**src/sv/ffba_pkg.sv**
```systemverilog
`timescale 1ns / 1ps
package ffba_pkg;
    localparam int MAX_BLOCKS_DEF   = 64;
    localparam int HEADER_BYTES_DEF = 24;
    localparam int ADDR_BITS_DEF    = 48;
    localparam int FIELD_BITS       = 48;

    localparam logic [1:0] FUNC_APPEND = 2'd0;
    localparam logic [1:0] FUNC_ALLOC  = 2'd1;
    localparam logic [1:0] FUNC_FREE   = 2'd2;

    localparam logic [1:0] ST_OK       = 2'd0;
    localparam logic [1:0] ST_NOMEM    = 2'd1;
    localparam logic [1:0] ST_FULL     = 2'd2;
    localparam logic [1:0] ST_NOTFOUND = 2'd3;

    typedef struct packed {
        logic [1:0]            func;
        logic [FIELD_BITS-1:0] addr_in;
        logic [FIELD_BITS-1:0] size_in;
    } t_req;

    typedef struct packed {
        logic [1:0]            status;
        logic [FIELD_BITS-1:0] addr_out;
        logic [FIELD_BITS-1:0] total_bytes;
        logic [FIELD_BITS-1:0] free_bytes;
    } t_rsp;

    // Datapath operations issued by the controller.
    typedef enum logic [3:0] {
        OP_NONE,
        OP_LATCH,      // capture request, start at list head
        OP_APPEND,     // write a new descriptor at the free slot
        OP_SRCH_RD,    // read descriptor at cursor
        OP_SRCH_EVAL,  // evaluate read descriptor, update or advance
        OP_COAL_START, // clear dirty, cursor to head
        OP_COAL_RD,
        OP_COAL_RDN,
        OP_COAL_EVAL,
        OP_FREE_RD,
        OP_FREE_EVAL,
        OP_SUM_START,
        OP_SUM_RD,
        OP_SUM_EVAL,
        OP_FINISH
    } t_op;

    typedef struct packed {
        logic cur_nil;   // cursor at null index
        logic nxt_nil;   // next link null
        logic hit;       // evaluated descriptor matched
        logic fail_full; // split needed but no slot
        logic slot_ok;   // a free slot exists
        logic undersize; // append region smaller than header
        logic dirty;
        logic merge;     // coalesce condition true
    } t_sts;
endpackage

```
**src/sv/ffba_ctrl.sv**
```systemverilog
`timescale 1ns / 1ps
module ffba_ctrl
    import ffba_pkg::*;
(
    input  logic       i_clk,
    input  logic       i_rst_n,
    input  logic       i_valid,
    input  logic [1:0] i_func,
    output logic       o_busy,
    input  logic       i_out_free,
    input  t_sts       i_sts,
    output t_op        o_op,
    output logic       o_retry
);
    typedef enum logic [10:0] {
        S_IDLE  = 11'b00000000001,
        S_DISP  = 11'b00000000010,
        S_SRD   = 11'b00000000100,
        S_SEV   = 11'b00000001000,
        S_CST   = 11'b00000010000,
        S_CRD   = 11'b00000100000,
        S_CRN   = 11'b00001000000,
        S_CEV   = 11'b00010000000,
        S_FRD   = 11'b00100000000,
        S_SUM   = 11'b01000000000,
        S_FIN   = 11'b10000000000
    } t_state;

    t_state r_state, n_state;
    logic   r_retry, n_retry;
    logic   r_sumev, n_sumev;
    logic   r_frev, n_frev;
    logic   r_sumst, n_sumst;

    assign o_busy  = (r_state != S_IDLE);
    assign o_retry = r_retry;

    always_comb begin
        n_state = r_state;
        n_retry = r_retry;
        n_sumev = r_sumev;
        n_frev  = r_frev;
        n_sumst = r_sumst;
        o_op    = OP_NONE;
        case (r_state)
            S_IDLE: begin
                if (i_valid) begin
                    o_op    = OP_LATCH;
                    n_retry = 1'b0;
                    n_state = S_DISP;
                end
            end
            S_DISP: begin
                case (i_func)
                    FUNC_APPEND: begin
                        o_op = OP_APPEND;
                        n_sumst = 1'b1;
                        n_state = S_SUM;
                    end
                    FUNC_ALLOC: n_state = S_SRD;
                    FUNC_FREE: begin
                        n_frev = 1'b0;
                        n_state = S_FRD;
                    end
                    default: begin
                        n_sumst = 1'b1;
                        n_state = S_SUM;
                    end
                endcase
            end
            S_SRD: begin
                if (i_sts.cur_nil) begin
                    if (i_sts.dirty && !r_retry) begin
                        n_state = S_CST;
                    end else begin
                        n_sumst = 1'b1;
                        n_state = S_SUM;
                    end
                end else begin
                    o_op = OP_SRCH_RD;
                    n_state = S_SEV;
                end
            end
            S_SEV: begin
                o_op = OP_SRCH_EVAL;
                if (i_sts.hit || i_sts.fail_full) begin
                    n_sumst = 1'b1;
                    n_state = S_SUM;
                end else begin
                    n_state = S_SRD;
                end
            end
            S_CST: begin
                o_op = OP_COAL_START;
                n_retry = 1'b1;
                n_state = S_CRD;
            end
            S_CRD: begin
                if (i_sts.cur_nil) begin
                    // Rewind the cursor so the second search starts at the head.
                    o_op = OP_COAL_START;
                    n_state = S_SRD;
                end else begin
                    o_op = OP_COAL_RD;
                    n_state = S_CRN;
                end
            end
            S_CRN: begin
                if (i_sts.nxt_nil) begin
                    o_op = OP_COAL_START;
                    n_state = S_SRD;
                end else begin
                    o_op = OP_COAL_RDN;
                    n_state = S_CEV;
                end
            end
            S_CEV: begin
                o_op = OP_COAL_EVAL;
                n_state = S_CRD;
            end
            S_FRD: begin
                if (!r_frev) begin
                    if (i_sts.cur_nil) begin
                        n_sumst = 1'b1;
                        n_state = S_SUM;
                    end else begin
                        o_op = OP_FREE_RD;
                        n_frev = 1'b1;
                    end
                end else begin
                    o_op = OP_FREE_EVAL;
                    n_frev = 1'b0;
                    if (i_sts.hit) begin
                        n_sumst = 1'b1;
                        n_state = S_SUM;
                    end
                end
            end
            S_SUM: begin
                if (r_sumst) begin
                    o_op = OP_SUM_START;
                    n_sumst = 1'b0;
                    n_sumev = 1'b0;
                end else if (!r_sumev) begin
                    if (i_sts.cur_nil) begin
                        n_state = S_FIN;
                    end else begin
                        o_op = OP_SUM_RD;
                        n_sumev = 1'b1;
                    end
                end else begin
                    o_op = OP_SUM_EVAL;
                    n_sumev = 1'b0;
                end
            end
            S_FIN: begin
                if (i_out_free) begin
                    o_op = OP_FINISH;
                    n_state = S_IDLE;
                end
            end
            default: n_state = S_IDLE;
        endcase
    end

    always_ff @(posedge i_clk) begin
        if (!i_rst_n) begin
            r_state <= S_IDLE;
            r_retry <= 1'b0;
            r_sumev <= 1'b0;
            r_frev  <= 1'b0;
            r_sumst <= 1'b0;
        end else begin
            r_state <= n_state;
            r_retry <= n_retry;
            r_sumev <= n_sumev;
            r_frev  <= n_frev;
            r_sumst <= n_sumst;
        end
    end
endmodule

```
**config.mk**
```make
export PLATFORM = sky130hd
export DESIGN_NAME = ffba_ctrl
export DESIGN_NICKNAME = d
export VERILOG_FILES = /design/src/sv/ffba_pkg.sv /design/src/sv/ffba_ctrl.sv
export SDC_FILE = /design/constraint.sdc
export NUM_CORES = 1
export LEC_CHECK = 0
export ABC_CLOCK_PERIOD_IN_PS = 2430
export BUFFER_PORTS_ARGS = -buffer_cell sky130_fd_sc_hd__buf_4
export CELL_PAD_IN_SITES_DETAIL_PLACEMENT = 1
export CELL_PAD_IN_SITES_GLOBAL_PLACEMENT = 1
export CORE_AREA = 2 2 54 68
export CTS_BUF_LIST = sky130_fd_sc_hd__clkbuf_16
export DETAILED_ROUTE_END_ITERATION = 7
export DIE_AREA = 0 0 56 70
export GPL_TIMING_DRIVEN = 0
export PLACE_DENSITY_LB_ADDON = 0.1
export SYNTH_ARGS = -nofsm -noshare
export SYNTH_HDL_FRONTEND = slang
export SYNTH_SLANG_ARGS = --single-unit
```
**constraint.sdc**
```tcl
create_clock -name i_clk -period 2.43 [get_ports i_clk]
set_input_delay 0.3645 -clock i_clk [delete_from_list [all_inputs] [get_ports i_clk]]
set_output_delay 0.3645 -clock i_clk [all_outputs]
set_load 0.01 [all_outputs]
```
# Yosys cells after proc, flatten, opt, wreduce, memory -nomap -nowiden
# Cells that the tools add are included.
# Widths: inputs -> output; s select.
# word_totals
elab_cells,87
input_bits,14
ff_bits,15
output_inout_bits,6
# op_classes
eq_ne,26
mux,43
n_reduce_logical,13
# ops
cell,n
$pmux 11 s10,1
$mux 11,9
$pmux 4 s11,1
$mux 4,6
$mux 10,2
$ne 2x2->1 const B,10
$pmux 10 s2,1
$mux 1,14
$reduce_and 7->1,2
$eq 11x1->1 const B,1
$eq 11x10->1 const B,1
$eq 11x11->1 const B,1
$eq 11x2->1 const B,1
$eq 11x3->1 const B,1
$eq 11x4->1 const B,1
$eq 11x5->1 const B,1
$eq 11x6->1 const B,1
$eq 11x7->1 const B,1
$eq 11x8->1 const B,1
$eq 11x9->1 const B,1
$ne 11x1->1 const B,1
$mux 2,4
$mux 8,1
$mux 7,1
13 further kinds,18

# Logic depth before layout (Yosys ltp)
# logic_depth
ltp_word,5
depth_mapped,9

# Least setup slack after synthesis
# No wires, ideal clock.
# synth_timing
path_kind,register to output
start,register r_state[10]
end,output o_op[1]
path_slack_ns,0.564
path_buffers,1
required_time_ns,2.066
path_stages_with_launch,7
arrival_time_ns,1.501
cell_sequence,dfxtp_1 buf_2 nor4_2 nand2_1 nor3_1 nand4b_1 nand4_1
# synth_between
elab_chain_len,2
word_cells_on_any_way,12
# synth_rtl
element,line_no,rtl
start: declaration,ffba_ctrl.sv:29,"t_state r_state, n_state;"
start signal: assignment,ffba_ctrl.sv:174,r_state <= n_state;
$eq 11x11->1 (tied with other cells),ffba_ctrl.sv:45,case (r_state)
$pmux 4 s11 *,ffba_ctrl.sv:45,
end: declaration,ffba_ctrl.sv:12,"output t_op o_op,"
# Every way passes the cells marked *; elsewhere a longest branch is shown, timed or not.

# Final worst setup path
# layout_timing
start,register r_state[9]
end,output o_op[1]
# The elaborated chain is that of the path after synthesis.

==> flow_metrics.py <==
metrics = {
    "clock_network": {
        "cts.htree.levels": 1,
        "clock_latency_ns": 0.25,
        "cts-root-buf": "clkbuf_16",
        "ctsHoldBuffers": 0,
        "cts.sinks": 15,
        "clock_path_buffers": 2,
        "numCtsBuffers": 3,
        "cts.clk_slew.worst_paths_ns": 0.05,
        "cts_tree": "yes",
    },
    "critical_path": {
        "worstSetupPathType": "reg2out",
        "end_kind": "output pin",
        "start_kind": "flip-flop",
        "path_max_fanout": 10,
        "worstPathRequired_ns": 2.07,
        "cp.arrival_ns": 1.99,
    },
    "place": {
        "post-place-ws_ns": 0.140,
        "dp_cells": 220,
        "placed_area_sq_um": 1490,
        "gp_congestion": 0.867,
        "io_buffers": 14,
        "dp_hpwl_mm": 3.14,
    },
    "synth": {
        "synthXorXnorAreaFrac_pct": 2.63,
        "yosys.area_share.simple_pct": 39.0,
        "synth-seq-cells": 15,
        "yosysWarnings": 0,
        "syn_nets": 185,
        "postSynth.asyncResetShare_pct": 0,
        "synth_top_area_share_pct": 22.6,
        "syn_avg_cell_area_sq_um": 7.97,
        "synthTopCellsByArea": "dfxtp_1 23%, nor2_1 4.2%, ha_1 3.8%, nand2_1 3.7%, a21oi_1 3.4%",
        "synthesis.area_sq_um": 1330,
        "synthCells": 167,
        "synth-main-ff-cell": "dfxtp_1",
        "synth-adder-area-share_pct": 3.76,
        "synthMuxAreaShare_pct": 0,
        "synth_top_family_by_area": "simple AND/OR/NAND/NOR gates",
        "synth_compound_area_share_pct": 23.1,
        "synth-edff-count": 0,
        "synth_seq_area_share_pct": 22.6,
        "ys_types": 58,
        "synth_area_leader_cell": "dfxtp_1",
    },
    "power_and_ir_drop": {
        "sw_frac_of_total_pct": 39.9,
        "p_leak_nw": 0.665,
        "vdd_ir_drop_max_uv": 400,
        "pwr-share-comb_pct": 48.2,
        "power_density_nw_per_um2": 790,
        "power_w": 0.00126,
        "power.share.clock_pct": 26.5,
        "internal-power_w": 0.000761,
        "p_sw_w": 0.000504,
        "seqPwrFrac_pct": 25.3,
    },
    "global_routing": {
        "grt_pass1_vias": 1383,
        "grt_max_degree": 11,
        "grtUsageTotal_pct": 22.0,
        "grt-ovfl-total": 0,
        "grt_pass1_wl_mm": 6.87,
        "antenna_found_initial": 0,
    },
    "status": {
        "status": "completed",
    },
    "floorplanning": {
        "dieArea_sq_um": 3920,
        "ioPinCount": 20,
        "std_cell_rows": 24,
        "die_h_microns": 70,
        "coreArea_sq_um": 3360,
        "initial_utilization_pct": 39.6,
        "fp.dieW_microns": 56,
    },
    "timing": {
        "fin_skew_ns": 0.00148,
        "finalSetupViolCount": 0,
        "relSlewSlack_pct": 72.0,
        "rsz0062_at_grt": "false",
        "fin_ws_ns": 0.0794,
        "fin_crit_ns": 2.35,
        "worst_pin_slew_ns": 0.420,
        "hold_violations": 0,
        "finalCritPeriodShare_pct": 96.7,
        "finalMaxSlewViolations": 0,
        "clock.fmax_mhz": 425,
        "fin_tns_setup_ns": 0,
    },
    "final_layout": {
        "fill_cells": 420,
        "multiInputGateArea_sq_um": 940,
        "stdcell_area_sq_um": 1600,
        "syn_to_final_growth_pct": 20.2,
        "diodes": 0,
        "final_cells": 225,
        "regArea_sq_um": 300,
        "layout.nets": 205,
        "drive_above_1_share_pct": 26.3,
    },
    "routing": {
        "ant_nets": 0,
        "num_vias": 1314,
        "routed_wl_mm": 3.98,
        "dr.first_iter.drc_count": 39,
        "drc": 0,
        "viasPerCell": 5.84,
        "dr.pass1.iters": 4,
        "wl_per_cell_microns": 17.7,
    },
    "hold_path": {
        "min_path_type": "in2reg",
    },
    "job": {
        "drv_cap": 0,
    },
}
[state kept, by name, indices dropped and copies added (netlist names)]
register  cells
o_retry       1
r_sumst       1
r_state      11
r_sumev       1
r_frev        1
[worst paths after layout]
| kind | start | end | cells past startpoint | slack (ns) |
|---|---|---|---|---|
| min | i_sts[6] | r_state[7]$_SDFFE_PN0P_ | 3 | 0.42 |
| max reg2reg | r_state[7]$_SDFFE_PN0P_ | r_state[3]$_SDFFE_PN0P_ | 6 | 0.55 |
| max | r_state[9]$_SDFFE_PN0P_ | o_op[1] | 6 | 0.08 |
| min reg2reg | r_sumst$_SDFFE_PN0P_ | r_sumst$_SDFFE_PN0P_ | 2 | 0.55 |
[metrics by stage]
stage,utilization [%],hold WS [ns]
floorplan,-,0.485
global placement,44.2,0.515
detailed placement,44.2,0.530
CTS,46.7,0.425
global route,47.6,0.443
finish,47.6,0.424
[Yosys cell counts (all sizes together) (5+ instances only)]
master and number:
nor2 16, and4 5, a21oi 9, a31oi 6
nor4 5, inv 9, dfxtp 15, o21ai 6
nand2 13, buf 12
[worst max-delay path, stage by stage, from the launching register on]
cell,delay (ns)
dfxtp_1,0.52
buf_2,0.29
nand3b_1,0.16
o21ai_0,0.10
a22oi_1,0.35
nand4_1,0.13
buf_4,0.18
[power by group through the flow]
| stage | Clock [W] | Combinational (W) | Sequential, W |
|---|---|---|---|
| 6_report | 0.000335 | 0.000609 | 0.000320 |
| 5_1_grt | 0.000349 | 0.000671 | 0.000322 |
| 4_1_cts | 0.000344 | 0.000581 | 0.000314 |
| 3_5_place_dp | 0 | 0.000572 | 0.000319 |
| 3_3_place_gp | 0 | 0.000561 | 0.000319 |
| 2_1_floorplan | 0 | 0.000414 | 0.000308 |
[layout by cell type, fill, tap and decap left out, types with 3 or more instances in the layout]
master     count
buf_4         16
nor2_1        15
dfxtp_1       15
nand2_1       12
a21oi_1        9
inv_1          8
buf_2          8
o21ai_0        6
a31oi_1        6
nor3b_1        4
o211ai_1       4
ha_1           4
buf_6          3
and3_1         3
nor2b_1        3
nand3b_1       3
nand4_1        3
nand3_1        3
clkbuf_16      3
[kinds of logic after synthesis]
kind of cell | after synthesis
AO/OA/AOI/OAI | 45
buffers and inverters | 22
adder cells (fa/ha/maj) | 4
AND/OR/NAND/NOR | 77
flip-flops | 15
XOR/XNOR | 4
[area by class of cell]
cell class | count | area share [%]
Sequential cell | 15 | 18.8
Clock buffer | 3 | 4.69
Tap cell | 39 | 3.05
Buffer | 13 | 5.32
Clock inverter | 1 | 0.313
Multi-Input combinational cell | 130 | 58.7
Inverter | 9 | 2.11
Timing Repair Buffer | 15 | 7.04
[layer usage]
layer	track usage (%)	routed length, microns	vias up
met3	2.41	96	7
li1	-	-	654
met4	5.03	63	0
met1	27.5	1750	633
met2	40.0	2070	20
met5	0	0	-
[what timing repair did]
action	4_1_cts	5_1_grt
pin swaps	0	1
endpoints found under the setup margin	2	3
resized for setup	1	4
buffers inserted	0	1
endpoints found under the hold margin	0	0
Power figures use the tool's default switching activity.
